### config.mk
export PLATFORM = sky130hd
export DESIGN_NAME = text_line_number_filter
export DESIGN_NICKNAME = d
export VERILOG_FILES = /design/src/rtl/tlnf_pkg.sv /design/src/rtl/text_line_number_filter.sv /design/src/rtl/tlnf_front.sv /design/src/rtl/tlnf_fifo.sv /design/src/rtl/tlnf_back.sv
export SDC_FILE = /design/constraint.sdc
export NUM_CORES = 1
export LEC_CHECK = 0
export ABC_AREA = 0
export BUFFER_PORTS_ARGS = -buffer_cell sky130_fd_sc_hd__clkbuf_2
export CAP_MARGIN = 30
export CORE_UTILIZATION = 62
export DETAILED_ROUTE_END_ITERATION = 10
export PLACE_DENSITY = 0.79
export SLEW_MARGIN = 5
export SYNTH_ARGS = -nofsm -noshare
export SYNTH_HDL_FRONTEND = slang
export SYNTH_HIERARCHICAL = 1
export SYNTH_SLANG_ARGS = --single-unit
### constraint.sdc
create_clock -name clk_i -period 3.8 [get_ports clk_i]
set_input_delay 0.95 -clock clk_i [delete_from_list [all_inputs] [get_ports clk_i]]
set_output_delay 0.95 -clock clk_i [all_outputs]
set_load 0.01 [all_outputs]
### src/rtl/tlnf_pkg.sv
`default_nettype none

package tlnf_pkg;

  // Characters used in the rewritten stream.
  localparam logic [7:0] CharNl     = 8'h0A;
  localparam logic [7:0] CharTab    = 8'h09;
  localparam logic [7:0] CharDollar = 8'h24;
  localparam logic [7:0] CharCaret  = 8'h5E;
  localparam logic [7:0] CharI      = 8'h49;
  localparam logic [7:0] CharSpace  = 8'h20;
  localparam logic [7:0] CharZero   = 8'h30;

  // The line number is kept in BCD so the back end can print it directly.
  localparam int unsigned NumDigits = 10;
  localparam int unsigned PfxWidth  = 6;

  typedef logic [NumDigits-1:0][3:0] bcd_t;
  typedef logic [3:0]                dig_idx_t;

  localparam bcd_t LineNumMax   = 40'h2147483647;
  localparam bcd_t LineNumFirst = 40'h0000000001;

  localparam int unsigned FifoDepthDef = 4;

  // Configuration register indexes.
  typedef enum logic [1:0] {
    CFG_NUMBER_MODE = 2'd0,
    CFG_MARK_EOL    = 2'd1,
    CFG_SQUEEZE     = 2'd2,
    CFG_CARET_TAB   = 2'd3
  } cfg_idx_e;

  // Numbering modes; the fourth code numbers nothing.
  localparam logic [1:0] NumOff      = 2'd0;
  localparam logic [1:0] NumAll      = 2'd1;
  localparam logic [1:0] NumNonblank = 2'd2;

  // One command from the front end: an optional number prefix, then one or
  // two body bytes.
  typedef struct packed {
    logic     pfx;
    bcd_t     digits;
    dig_idx_t nd;
    logic     two;
    logic [7:0] b0;
    logic [7:0] b1;
  } cmd_t;

  typedef enum logic [2:0] {
    ST_IDLE,
    ST_PFX,
    ST_TAB,
    ST_B0,
    ST_B1
  } back_state_e;

endpackage

`default_nettype wire

### src/rtl/text_line_number_filter.sv
`default_nettype none

// Line-numbering text filter. Raw text bytes enter on the s_axis channel,
// one byte per transfer; the rewritten bytes leave on the m_axis channel,
// with tlast marking the final output byte caused by each input byte. A
// byte may cause no output (a squeezed blank line), one byte, or up to
// thirteen (a number prefix of six or more columns plus a tab, then "$\n"
// or "^I"). Registers are written through the cfg channel, which is always
// ready: index 0 number mode, 1 show ends, 2 squeeze blank, 3 show tabs.
// The front end classifies each byte and updates the line state in the
// cycle of its transfer; it accepts one byte per cycle while the command
// queue has room. The back end emits one output byte per cycle while the
// receiver is ready, so a plain text stream flows at one byte per cycle. A
// byte passes through the command queue, the back end's command register and
// the output register before it appears on m_axis. When the receiver stalls,
// the output register holds its byte, the queue fills and s_axis_tready_o
// falls. Reset clears the registers to zero, returns the line number to one
// and the line state to the start of a line, and empties the queue.
module text_line_number_filter import tlnf_pkg::*; #(
  parameter int unsigned FifoDepth = FifoDepthDef
) (
  input  wire logic       clk_i,
  input  wire logic       rst_ni,
  // Configuration write channel.
  input  wire logic       cfg_valid_i,
  output logic            cfg_ready_o,
  input  wire logic [1:0] cfg_index_i,
  input  wire logic [1:0] cfg_data_i,
  // Input stream.
  input  wire logic       s_axis_tvalid_i,
  output logic            s_axis_tready_o,
  input  wire logic [7:0] s_axis_tdata_i,   // [7:0] in_byte
  // Output stream.
  output logic            m_axis_tvalid_o,
  input  wire logic       m_axis_tready_i,
  output logic [7:0]      m_axis_tdata_o,   // [7:0] out_byte
  output logic            m_axis_tlast_o    // last_of_run
);

  cmd_t push_cmd, pop_cmd;
  logic push, pop, full, empty;

  assign cfg_ready_o = 1'b1;

  tlnf_front u_front (
    .clk_i           (clk_i),
    .rst_ni          (rst_ni),
    .cfg_valid_i     (cfg_valid_i),
    .cfg_index_i     (cfg_index_i),
    .cfg_data_i      (cfg_data_i),
    .s_axis_tvalid_i (s_axis_tvalid_i),
    .s_axis_tready_o (s_axis_tready_o),
    .s_axis_tdata_i  (s_axis_tdata_i),
    .full_i          (full),
    .push_o          (push),
    .cmd_o           (push_cmd)
  );

  // Short command queue decoupling classification from byte emission.
  tlnf_fifo #(
    .Depth (FifoDepth)
  ) u_fifo (
    .clk_i   (clk_i),
    .rst_ni  (rst_ni),
    .push_i  (push),
    .wdata_i (push_cmd),
    .pop_i   (pop),
    .rdata_o (pop_cmd),
    .full_o  (full),
    .empty_o (empty)
  );

  tlnf_back u_back (
    .clk_i           (clk_i),
    .rst_ni          (rst_ni),
    .cmd_i           (pop_cmd),
    .empty_i         (empty),
    .pop_o           (pop),
    .m_axis_tvalid_o (m_axis_tvalid_o),
    .m_axis_tready_i (m_axis_tready_i),
    .m_axis_tdata_o  (m_axis_tdata_o),
    .m_axis_tlast_o  (m_axis_tlast_o)
  );

endmodule

`default_nettype wire

### src/rtl/tlnf_front.sv
`default_nettype none

module tlnf_front import tlnf_pkg::*; (
  input  wire logic       clk_i,
  input  wire logic       rst_ni,
  input  wire logic       cfg_valid_i,
  input  wire logic [1:0] cfg_index_i,
  input  wire logic [1:0] cfg_data_i,
  input  wire logic       s_axis_tvalid_i,
  output logic            s_axis_tready_o,
  input  wire logic [7:0] s_axis_tdata_i,
  input  wire logic       full_i,
  output logic            push_o,
  output cmd_t            cmd_o
);

  logic [1:0] number_mode_q;
  logic       mark_eol_q, squeeze_q, caret_tab_q;
  logic       at_start_q, at_start_d;
  logic [1:0] blank_run_q, blank_run_d;
  bcd_t       line_num_q, line_num_d, line_num_inc;
  dig_idx_t   nd;
  logic       accept, is_nl, is_tab, squeezed, pfx;

  assign s_axis_tready_o = !full_i;
  assign accept = s_axis_tvalid_i && s_axis_tready_o;
  assign is_nl  = (s_axis_tdata_i == CharNl);
  assign is_tab = (s_axis_tdata_i == CharTab);

  // BCD increment (saturation at LineNumMax is applied below): a digit steps when every digit below it is nine.
  always_comb begin
    logic carry;
    carry = 1'b1;
    for (int i = 0; i < int'(NumDigits); i++) begin
      if (carry) begin
        line_num_inc[i] = (line_num_q[i] == 4'd9) ? 4'd0 : line_num_q[i] + 4'd1;
      end else begin
        line_num_inc[i] = line_num_q[i];
      end
      carry = carry && (line_num_q[i] == 4'd9);
    end
  end

  // Count of significant digits, at least one.
  always_comb begin
    nd = dig_idx_t'(1);
    for (int i = 0; i < int'(NumDigits); i++) begin
      if (line_num_q[i] != 4'd0) begin
        nd = dig_idx_t'(i + 1);
      end
    end
  end

  always_comb begin
    if (!at_start_q) begin
      blank_run_d = blank_run_q;
    end else if (is_nl) begin
      blank_run_d = (blank_run_q == 2'd3) ? 2'd3 : blank_run_q + 2'd1;
    end else begin
      blank_run_d = 2'd0;
    end
    squeezed = at_start_q && is_nl && squeeze_q && (blank_run_d > 2'd1);
    // A squeezed newline prints nothing, so it takes no number either.
    pfx = at_start_q && !squeezed &&
          ((number_mode_q == NumAll) ||
           ((number_mode_q == NumNonblank) && !is_nl));
    at_start_d = squeezed ? at_start_q : is_nl;
    line_num_d = (pfx && (line_num_q != LineNumMax)) ? line_num_inc : line_num_q;
  end

  always_comb begin
    cmd_o.pfx    = pfx;
    cmd_o.digits = line_num_q;
    cmd_o.nd     = nd;
    if (is_nl) begin
      cmd_o.two = mark_eol_q;
      cmd_o.b0  = mark_eol_q ? CharDollar : CharNl;
      cmd_o.b1  = CharNl;
    end else if (is_tab && caret_tab_q) begin
      cmd_o.two = 1'b1;
      cmd_o.b0  = CharCaret;
      cmd_o.b1  = CharI;
    end else begin
      cmd_o.two = 1'b0;
      cmd_o.b0  = s_axis_tdata_i;
      cmd_o.b1  = CharI;
    end
  end

  assign push_o = accept && !squeezed;

  always_ff @(posedge clk_i or negedge rst_ni) begin
    if (!rst_ni) begin
      number_mode_q <= NumOff;
      mark_eol_q    <= 1'b0;
      squeeze_q     <= 1'b0;
      caret_tab_q   <= 1'b0;
      at_start_q    <= 1'b1;
      blank_run_q   <= 2'd0;
      line_num_q    <= LineNumFirst;
    end else begin
      if (cfg_valid_i) begin
        unique case (cfg_idx_e'(cfg_index_i))
          CFG_NUMBER_MODE: number_mode_q <= cfg_data_i;
          CFG_MARK_EOL:    mark_eol_q    <= cfg_data_i[0];
          CFG_SQUEEZE:     squeeze_q     <= cfg_data_i[0];
          CFG_CARET_TAB:   caret_tab_q   <= cfg_data_i[0];
          default: ;
        endcase
      end
      if (accept) begin
        at_start_q  <= at_start_d;
        blank_run_q <= blank_run_d;
        line_num_q  <= line_num_d;
      end
    end
  end

  assert property (@(posedge clk_i) disable iff (!rst_ni)
    (accept && !is_nl) |=> !at_start_q)
    else $error("line start flag kept after a non-newline byte");

  assert property (@(posedge clk_i) disable iff (!rst_ni)
    (accept && !pfx) |=> $stable(line_num_q))
    else $error("line number moved without a prefix");

  assert property (@(posedge clk_i) disable iff (!rst_ni)
    (push_o && pfx) |-> at_start_q)
    else $error("prefix requested in the middle of a line");

endmodule

`default_nettype wire

### src/rtl/tlnf_fifo.sv
`default_nettype none

module tlnf_fifo import tlnf_pkg::*; #(
  parameter int unsigned Depth = FifoDepthDef
) (
  input  wire logic clk_i,
  input  wire logic rst_ni,
  input  wire logic push_i,
  input  wire cmd_t wdata_i,
  input  wire logic pop_i,
  output cmd_t      rdata_o,
  output logic      full_o,
  output logic      empty_o
);

  localparam int unsigned PtrW = (Depth > 1) ? $clog2(Depth) : 1;
  localparam int unsigned CntW = $clog2(Depth + 1);

  cmd_t            mem_q [Depth];
  logic [PtrW-1:0] wr_ptr_q, rd_ptr_q;
  logic [CntW-1:0] count_q;

  assign full_o  = (count_q == CntW'(Depth));
  assign empty_o = (count_q == '0);
  assign rdata_o = mem_q[rd_ptr_q];

  function automatic logic [PtrW-1:0] ptr_next(input logic [PtrW-1:0] p);
    return (p == PtrW'(Depth - 1)) ? '0 : p + PtrW'(1);
  endfunction

  always_ff @(posedge clk_i) begin
    if (push_i) begin
      mem_q[wr_ptr_q] <= wdata_i;
    end
  end

  always_ff @(posedge clk_i or negedge rst_ni) begin
    if (!rst_ni) begin
      wr_ptr_q <= '0;
      rd_ptr_q <= '0;
      count_q  <= '0;
    end else begin
      if (push_i) begin
        wr_ptr_q <= ptr_next(wr_ptr_q);
      end
      if (pop_i) begin
        rd_ptr_q <= ptr_next(rd_ptr_q);
      end
      if (push_i && !pop_i) begin
        count_q <= count_q + CntW'(1);
      end else if (pop_i && !push_i) begin
        count_q <= count_q - CntW'(1);
      end
    end
  end

  assert property (@(posedge clk_i) disable iff (!rst_ni)
    count_q <= CntW'(Depth))
    else $error("command queue count above depth");

  assert property (@(posedge clk_i) disable iff (!rst_ni)
    pop_i |-> !empty_o)
    else $error("pop from an empty command queue");

  assert property (@(posedge clk_i) disable iff (!rst_ni)
    push_i |-> !full_o)
    else $error("push into a full command queue");

endmodule

`default_nettype wire

### src/rtl/tlnf_back.sv
`default_nettype none

module tlnf_back import tlnf_pkg::*; (
  input  wire logic       clk_i,
  input  wire logic       rst_ni,
  input  wire cmd_t       cmd_i,
  input  wire logic       empty_i,
  output logic            pop_o,
  output logic            m_axis_tvalid_o,
  input  wire logic       m_axis_tready_i,
  output logic [7:0]      m_axis_tdata_o,
  output logic            m_axis_tlast_o
);

  back_state_e state_q, state_d;
  cmd_t        cmd_q, cmd_d;
  dig_idx_t    dig_q, dig_d;
  logic        m_valid_q, m_valid_d;
  logic [7:0]  m_data_q;
  logic        m_last_q;
  logic [7:0]  out_byte;
  logic        out_last, advance, done, load;

  // Index of the leftmost printed column, counted from the units digit.
  function automatic dig_idx_t first_col(input dig_idx_t nd);
    dig_idx_t w;
    w = (nd > dig_idx_t'(PfxWidth)) ? nd : dig_idx_t'(PfxWidth);
    return w - dig_idx_t'(1);
  endfunction

  // Byte for the current step.
  always_comb begin
    out_byte = cmd_q.b0;
    out_last = 1'b0;
    unique case (state_q)
      ST_IDLE: ;
      ST_PFX: begin
        if (dig_q >= cmd_q.nd) begin
          out_byte = CharSpace;
        end else begin
          out_byte = CharZero + {4'h0, cmd_q.digits[dig_q]};
        end
      end
      ST_TAB: out_byte = CharTab;
      ST_B0: begin
        out_byte = cmd_q.b0;
        out_last = !cmd_q.two;
      end
      ST_B1: begin
        out_byte = cmd_q.b1;
        out_last = 1'b1;
      end
      default: ;
    endcase
  end

  assign advance = (state_q != ST_IDLE) && (!m_valid_q || m_axis_tready_i);
  assign done    = advance && out_last;
  assign load    = ((state_q == ST_IDLE) || done) && !empty_i;
  assign pop_o   = load;

  always_comb begin
    state_d = state_q;
    dig_d   = dig_q;
    cmd_d   = cmd_q;
    if (load) begin
      cmd_d   = cmd_i;
      state_d = cmd_i.pfx ? ST_PFX : ST_B0;
      dig_d   = first_col(cmd_i.nd);
    end else if (done) begin
      state_d = ST_IDLE;
    end else if (advance) begin
      unique case (state_q)
        ST_PFX: begin
          if (dig_q == '0) begin
            state_d = ST_TAB;
          end else begin
            dig_d = dig_q - dig_idx_t'(1);
          end
        end
        ST_TAB:  state_d = ST_B0;
        ST_B0:   state_d = ST_B1;
        ST_B1:   state_d = ST_IDLE;
        ST_IDLE: state_d = ST_IDLE;
        default: state_d = ST_IDLE;
      endcase
    end
  end

  always_comb begin
    if (advance) begin
      m_valid_d = 1'b1;
    end else if (m_axis_tready_i) begin
      m_valid_d = 1'b0;
    end else begin
      m_valid_d = m_valid_q;
    end
  end

  always_ff @(posedge clk_i or negedge rst_ni) begin
    if (!rst_ni) begin
      state_q   <= ST_IDLE;
      m_valid_q <= 1'b0;
    end else begin
      state_q   <= state_d;
      m_valid_q <= m_valid_d;
    end
  end

  always_ff @(posedge clk_i) begin
    cmd_q <= cmd_d;
    dig_q <= dig_d;
    if (advance) begin
      m_data_q <= out_byte;
      m_last_q <= out_last;
    end
  end

  assign m_axis_tvalid_o = m_valid_q;
  assign m_axis_tdata_o  = m_data_q;
  assign m_axis_tlast_o  = m_last_q;

  assert property (@(posedge clk_i) disable iff (!rst_ni)
    (state_q == ST_PFX || state_q == ST_TAB) |-> cmd_q.pfx)
    else $error("prefix step for a command without prefix");

  assert property (@(posedge clk_i) disable iff (!rst_ni)
    (state_q == ST_B1) |-> cmd_q.two)
    else $error("second body byte for a one-byte command");

  assert property (@(posedge clk_i) disable iff (!rst_ni)
    (state_q == ST_PFX) |-> (dig_q < dig_idx_t'(NumDigits)))
    else $error("digit column out of range");

endmodule

`default_nettype wire
== After elaboration in Yosys (flattened, before gate mapping) ==
Memories as Yosys holds them, arrays and structs flattened.
Cells that the tools add are included.
Word-level totals
  memories kept: 1
  output and inout bits: 12
  RAM bits: 248
  bits of input ports: 17
  flip-flop bits (word level): 133
Memories
  u_fifo.mem_q: words 4, bits a word 62, rd ports 1, clocked after memory_dff 0, write ports 1, line tlnf_fifo.sv:19  | cmd_t mem_q [Depth];
Cells by class
  reduce and logical (&&, ||, !) cells: 70
  bitwise operators: 1
  mux-type cells: 50
  equality and inequality tests: 29
  $add $sub $neg: 18
  $lt $le $gt $ge: 4
Operator list (count)
  two-way mux 4 bit: 20
  adder 4 x 1 -> 4 bit (second input constant): 10
  equality test 4 bit (second input constant): 10
  inequality test 40 x 38 -> 1 bit (second input constant): 1
  nonzero test 4 bit: 9
  two-way mux 17 bit: 2
  two-way mux 3 bit: 10
  AND reduction 3 bit: 9
  case mux 8 bit (3 select lines): 1
  logical AND 1 bit: 23
  binary-select mux 4 bit (select 4 bit): 1
  equality test 8 x 4 -> 1 bit (second input constant): 2
  two-way mux 2 bit: 8
  AND reduction 2 bit: 7
  equality test 2 bit (second input constant): 6
  case mux 3 bit (3 select lines): 1
  zero test 1 bit: 8
  two-way mux 8 bit: 1
  nonzero test 2 bit: 4
  subtractor 4 x 1 -> 4 bit (second input constant): 2
  adder 6 x 4 -> 7 bit (first input constant): 1
  adder 2 x 1 -> 2 bit (second input constant): 3
  equality test 3 x 2 -> 1 bit (second input constant): 2
  equality test 3 bit (second input constant): 2
  20 further kinds: 29

== Depth between registers and ports, before layout ==
Gate-level depths: netlist of run 1.
  word-level depth: 12
  depth in mapped cells: 12
  depth with buffers taken out: 11

== Hierarchy ==
The synthesis of run 1 kept the hierarchy.
Modules (own cells, without submodules)
  tlnf_fifo: cells each 361, area each 9437.8 um2, instances 1, sequential area each 7622.3 um2
  tlnf_back: cells each 188, area each 3161.8 um2, instances 1, sequential area each 2322.2 um2
  tlnf_front: cells each 310, area each 2989.1 um2, instances 1, sequential area each 1203.7 um2
  text_line_number_filter: cells each 2, area each 11.3 um2, instances 1, sequential area each 0.0 um2

== Least setup slack after synthesis of run 1 ==
No wires, ideal clock.
  path kind: input-to-reg
  start: in s_axis_tdata_i[3]
  end: mem u_fifo/mem_q[1][0] (netlist name), enable pin
  arrival time: 3.219 ns
  cell stages on the path: 4
  buffers on the path: 0
  required time: 3.374 ns
  setup slack: 0.155 ns
  path through: or4b_1 -> nor2_1 -> a31oi_1 -> and2_1
Between the ends
  cells in the longest elaborated chain, start to end: 9
RTL lines
  from (decl): line text_line_number_filter.sv:32  | input wire logic [7:0] s_axis_tdata_i,
  equality test 8 x 4 -> 1 bit (*): line tlnf_front.sv:27  | assign is_nl = (s_axis_tdata_i == CharNl);
  via u_front.is_nl: line tlnf_front.sv:23  | logic accept, is_nl, is_tab, squeezed, pfx;
  two-way mux 2 bit: line tlnf_front.sv:57  | end else if (is_nl) begin
  two-way mux 2 bit: line tlnf_front.sv:55  | if (!at_start_q) begin
  > comparator 2 x 1 -> 1 bit: line tlnf_front.sv:62  | squeezed = at_start_q && is_nl && squeeze_q && (blank_run_d > 2'd1);
  logical AND 1 bit (*): line tlnf_front.sv:62
  zero test 1 bit (*): line tlnf_front.sv:90  | assign push_o = accept && !squeezed;
  logical AND 1 bit (*): line tlnf_front.sv:90
  via push: line text_line_number_filter.sv:41  | logic push, pop, full, empty;
  two-way mux 1 bit (*): line tlnf_fifo.sv:32  | if (push_i) begin
  two-way mux 1 bit (not written as such) (*): line tlnf_fifo.sv:33  | mem_q[wr_ptr_q] <= wdata_i;
  to (decl): line tlnf_fifo.sv:19
The timed path passes the listed nets; every way through them passes the cells marked *.

== Worst setup path after layout of run 1 ==
  start: in s_axis_tdata_i[3]
  end: mem u_fifo/mem_q[3][56] (netlist name), enable pin
Between the ends
  cells in the longest elaborated chain, start to end: 9
RTL lines (line)
  equality test 8 x 4 -> 1 bit (*): tlnf_front.sv:27
  two-way mux 2 bit: tlnf_front.sv:57
  two-way mux 2 bit: tlnf_front.sv:55
  > comparator 2 x 1 -> 1 bit: tlnf_front.sv:62
  logical AND 1 bit (*): tlnf_front.sv:62
  zero test 1 bit (*): tlnf_front.sv:90
  logical AND 1 bit (*): tlnf_front.sv:90
  via push: text_line_number_filter.sv:41
  two-way mux 1 bit (*): tlnf_fifo.sv:32
  two-way mux 1 bit (not written as such) (*): tlnf_fifo.sv:33
Marked as above.

==> flow_summary.json, run 1 <==
{
  "holdBufCountCts": 0,
  "die-width_um": 160.6,
  "antenna_found_initial": 0,
  "cp.required_ns": 3.99,
  "drive_gt1_share_pct": 21.14,
  "nFillCells": 1525,
  "htreeDepth": 2,
  "syn_area_um2": 15600,
  "clock_sinks": 381,
  "cts_tree": "done",
  "synthDistinctLibCells": 75,
  "grt_overflow": 0,
  "avgSynthCellArea_um2": 18.12,
  "route.detailed.drc": 0,
  "leakage_nw": 6.024,
  "r2r_cells": 6,
  "setup_viol": 0,
  "period_minus_slack_ns": 2.875,
  "worst-setup-path-type": "primary input to register",
  "final_nets": 935,
  "io_buffers": 27,
  "syn_to_final_growth_pct": 9.905,
  "synth-seq-cells": 381,
  "synth_top_cells_by_count": "322 x edfxtp_1, 66 x mux4_2, 57 x dfrtp_1",
  "synth_cells": 861,
  "ys_top_cells_by_area": "edfxtp_1 62%, mux4_2 9.5%, dfrtp_1 9.1%",
  "first_iter_violations": 786,
  "placed_area_um2": 16010,
  "vias": 7956,
  "gp_congestion": 0.7764,
  "path_max_fanout": 39,
  "grt_pass1_wl_um": 46660,
  "grt_setup_unrepaired": "no",
  "fin_crit_sh_pct": 75.67,
  "grt_pass1_vias": 8076,
  "setup_ws_ns": 0.9246,
  "drv_cap": 0,
  "start_util_pct": 63.59,
  "synth_top_area_share_pct": 61.98,
  "hold_violations": 0,
  "worstMarginPinSlew_ns": 0.9024,
  "dieArea_um2": 25800,
  "cts_root_buffer": "clkbuf_16",
  "die_height_um": 160.6,
  "max_slew_margin_pct": 39.84,
  "routed_wl_um": 30030,
  "post-route-cell-area_um2": 17150,
  "grt_usage_pct": 24.36,
  "synth_flop_cell": "edfxtp_1",
  "post-synth-top-count-cell": "edfxtp_1",
  "p_per_area_nw_per_um2": 725.1,
  "post-dp-hpwl_um": 18240,
  "drtAntennaViolNets": 0,
  "synth_top_area_cell": "edfxtp_1",
  "ys_seq_area_share_pct": 71.46,
  "viasPerCell": 6.334,
  "cts_resized": 0,
  "num_rows": 57,
  "worst_setup_path_start_kind": "primary input",
  "clk_pin_slew_ns": 0.06,
  "cts_buffers": 37,
  "coreArea_um2": 24530,
  "ir_drop_mv": 0.4273,
  "clock_skew_ns": 0.01494,
  "insertion_delay_ns": 0.52,
  "final-max-slew-violation-count": 0,
  "reg2reg_slack_ns": 1.00,
  "cts_buffer_depth": 3,
  "status": "complete, no violations",
  "hold_class": "primary input to async pin",
  "holdWs_ns": 0.4604,
  "synth_edf_count": 322,
  "fmax_mhz": 347.8,
  "worstPathArrival_ns": 3.07,
  "cp-end-kind": "register",
  "io_pins": 29,
  "async_flop_share_pct": 15.49,
  "post-cts-setup-buffers": 0,
  "antenna_cells": 0,
  "drt_pass1_iterations": 5,
  "fin_util_pct": 69.88,
  "wl_per_cell_um": 23.91,
  "setup_tns_ns": 0,
  "place_ws_ns": 0.4542,
  "grt_max_degree": 60,
  "yosys_warnings": 6
}
[final cells by class]
type | count | area, µm² | share of cell area, %
flip-flops and latches | 381 | 11150 | 65.05
repair buffers | 42 | 297.8 | 1.737
clock inverters | 15 | 122.6 | 0.7152
clock buffers | 50 | 1015 | 5.918
multi-input cells | 413 | 4034 | 23.53
inverters | 31 | 117.6 | 0.6860
well taps | 324 | 405.4 | 2.364
[state kept, by name, summed over array words and instances (netlist names), 3 cells and up]
signal	cells
u_fifo/mem_q	248
u_back/cmd_q	61
u_front/cmd_o	40
u_back/m_axis_tdata_o	8
u_back/dig_q	4
u_back/state_q	3
u_fifo/count_q	3
[routing by layer]
metal | up-vias | wire length, µm | track usage [%]
li1 | 3501 | - | -
met1 | 4087 | 12650 | 34.43
met2 | 312 | 14680 | 38.92
met3 | 56 | 1872 | 4.442
met4 | 0 | 833 | 8.182
met5 | - | 0 | 0
[layout by cell type, fill, tap and decap left out, types with 8 or more instances in the layout]
cell	n
edfxtp_1	322
mux4_2	66
dfrtp_1	55
clkbuf_16	37
nand2_1	35
inv_1	30
nor2_1	29
clkbuf_2	26
o21ai_0	26
xnor2_1	19
mux2_2	18
nor2b_1	17
nand3_1	16
a21oi_1	15
nand2b_1	14
buf_4	11
ha_1	11
mux2i_1	10
clkbuf_1	9
or4_1	9
clkinv_1	8
a22o_1	8
nor3_1	8
[report_power, final]
| part | total, mW | internal, mW | switching (mW) |
|---|---|---|---|
| clock network | 3.47 | 2.01 | 1.47 |
| logic | 2.78 | 1.19 | 1.59 |
| registers | 6.17 | 5.65 | 0.523 |
[kinds of logic (layout without fill, tap and decap cells)]
group	after synthesis	after routing	share of synthesized area, %
other cells	3	6	0.07218
simple gates	183	183	6.930
mux	98	98	12.14
fa+ha+maj	12	12	1.011
flops	381	381	71.46
compound gates	89	89	4.195
xor+xnor	25	25	1.404
buf+inv	70	138	2.783
[per-stage QoR]
step	total power [mW]	std cells
3_3_place_gp	8.842	1191
4_1_cts	12.50	1256
5_1_grt	12.92	1256
2_1_floorplan	8.171	864
6_report	12.43	1256
3_5_place_dp	8.983	1191
[worst paths after layout]
| kind | startpoint | to |
|---|---|---|
| max | s_axis_tdata_i[3] | u_fifo/mem_q[3][56] |
| min | rst_ni | u_back/state_q[1] |
| max reg2reg | u_back/state_q[0] | u_back/cmd_q[36] |
| min reg2reg | u_front/mark_eol_q | u_front/mark_eol_q |
| max in group asynchronous | rst_ni | u_front/cmd_o[21] |
| min in group clk_i | u_front/mark_eol_q | u_front/mark_eol_q |
[worst max-delay path, cell delays in order]
cell,delay [ns]
clkbuf_2,0.08
or4b_1,0.27
nor2_1,0.11
a31oi_1,0.54
and2_2,0.75
buf_12,0.34
Power figures use the tool's default switching activity.
==> run 2, diff against run 1 <==
Settings changed: CORE_UTILIZATION 62 to 57, PLACE_DENSITY 0.79 to 0.76.
Clock period 3.8 ns to 2.6 ns, I/O delays scaled along.
==> flow_summary.json, run 2 (synthesis results as in run 1) <==
{
  "critical_path.cell_chain": "nor3b_1, and3b_1, o211ai_4, a2111oi_4, nand3_1, a221o_1",
  "ir_drop_mv": 0.5783,
  "coreArea_um2": 26880,
  "drtAntennaViolNets": 0,
  "top_register": "u_fifo/mem_q",
  "cp.required_ns": 2.99,
  "swShare_pct": 28.35,
  "dieArea_um2": 28030,
  "gp_congestion": 0.7863,
  "post-dp-hpwl_um": 18490,
  "syn_to_final_growth_pct": 13.47,
  "final_nets": 984,
  "clock_skew_ns": 0.02278,
  "drt_pass1_iterations": 5,
  "worstMarginPinSlew_ns": 0.7292,
  "viasPerCell": 5.973,
  "grt_setup_unrepaired": "no",
  "worst_setup_path_start_kind": "register",
  "grt_max_degree": 50,
  "crit_path_max_incr_delay_ns": 0.76,
  "period_minus_slack_ns": 2.537,
  "grt_pass1_vias": 8090,
  "holdWs_ns": 0.1216,
  "worst-setup-path-type": "register to register",
  "final-max-slew-violation-count": 0,
  "switchingPower_mw": 5.229,
  "clk_pin_slew_ns": 0.06,
  "routed_wl_um": 29120,
  "insertion_delay_ns": 0.53,
  "nFillCells": 1792,
  "fin_crit_sh_pct": 97.59,
  "htreeDepth": 2,
  "antenna_cells": 0,
  "fmax_mhz": 394.1,
  "leakage_nw": 6.317,
  "cts_buffers": 38,
  "io_pins": 29,
  "post-cts-setup-buffers": 0,
  "start_util_pct": 58.04,
  "path_max_fanout": 12,
  "worst_path_max_delay_cell": "a2111oi_4",
  "die_height_um": 167.4,
  "die-width_um": 167.4,
  "holdBufCountCts": 0,
  "grt_overflow": 0,
  "drive_gt1_share_pct": 26.32,
  "clock_sinks": 381,
  "grt_pass1_wl_um": 46110,
  "drv_cap": 0,
  "final_cell_mix": "322 x edfxtp_1, 66 x mux4_2, 55 x buf_4, 55 x dfrtp_1, 39 x clkbuf_16",
  "grt_usage_pct": 21.81,
  "wl_per_cell_um": 21.98,
  "stdcell_count": 1325,
  "layout_commonest_cell": "edfxtp_1",
  "hold_violations": 0,
  "seq_power_share_pct": 47.4,
  "pwr-share-clk_pct": 28.4,
  "p_per_area_nw_per_um2": 1042,
  "vias": 7914,
  "hold_class": "primary input to async pin",
  "cts_tree": "done",
  "setup_viol": 0,
  "io_buffers": 27,
  "cp-end-kind": "register",
  "dp_cells": 1256,
  "combPwrFrac_pct": 24.1,
  "status": "complete, no violations",
  "antenna_found_initial": 1,
  "largest_reg_flops": 248,
  "cts_root_buffer": "clkbuf_16",
  "num_rows": 60,
  "design_power_total_mw": 18.44,
  "cellInternalPower_mw": 13.22,
  "cts_buffer_depth": 3,
  "route.detailed.drc": 0,
  "max_slew_margin_pct": 51.39,
  "first_iter_violations": 759,
  "worstPathArrival_ns": 2.92
}
==> run 2: changes by cell type in the layout (fill, tap and decap cells not counted), sizes merged <==
cell,before,now
clkinvlp,0,2
buf,16,64
clkbuf,76,78
==> run 2: worst paths after layout <==
kind	startpoint	endpoint	slack (ns)	cells after the start
max in group asynchronous	rst_ni	u_front/cmd_o[21]	1.82	2
worst max register to register	u_fifo/count_q[2]	u_front/cmd_o[52]	0.06	6
worst max-delay path	u_fifo/count_q[2]	u_front/cmd_o[52]	0.06	6
worst min register to register	u_front/mark_eol_q	u_front/mark_eol_q	0.52	1
worst min-delay path	rst_ni	u_fifo/wr_ptr_q[1]	0.12	1
min in group clk_i	cfg_data_i[1]	u_front/number_mode_q[1]	0.37	2
==> run 2: power groups by stage <==
stage | Combinational (mW) | Sequential [mW] | Clock [mW]
after floorplan | 3.31 | 8.65 | 0
after global placement | 4.39 | 8.81 | 0
after detailed placement | 4.46 | 8.86 | 0
after CTS | 4.52 | 8.76 | 5.33
after global routing | 4.82 | 8.86 | 5.57
final | 4.45 | 8.75 | 5.25
==> run 2: area by class of cell <==
cell class                 count  area, µm²  share of cell area [%]
clock buffer                  52       1045                   5.902
tap                          341      426.7                   2.410
clock inverter                17      148.9                  0.8412
inverter                      31      142.6                  0.8058
multi-input combinational    413       4076                   23.03
sequential                   381      11150                   63.01
timing repair buffer          90      708.2                   4.001
==> run 2: routing by layer <==
layer | share of wire (%) | GRT usage [%]
met1 | 43 | 30.53
met2 | 49 | 35.58
met3 | 4.7 | 3.403
met4 | 2.7 | 7.140
met5 | 0.058 | 0
==> run 2: critical path: cells and delay by family, from the launching register on <==
family	cells	cell delay [ns]
AO/OA/AOI/OAI	3	1.31
AND/OR/NAND/NOR	3	0.65
flip-flops	1	0.42
==> run 2: through the flow <==
step	setup slack (ns)	setup TNS (ns)	utilization (%)	cell area (µm²)
2_1_floorplan	0.02097	0	-	15680
3_3_place_gp	-0.005749	-0.01143	61.40	16500
3_5_place_dp	-0.03223	-0.1146	61.40	16500
4_1_cts	0.09106	0	65.84	17700
5_1_grt	0.01975	0	65.86	17700
6_report	0.06263	0	65.86	17700
==> run 2: repair_timing <==
item,in CTS,in global routing
hold endpoints to repair,0,0
gates resized for setup,0,1
setup endpoints to repair,0,2
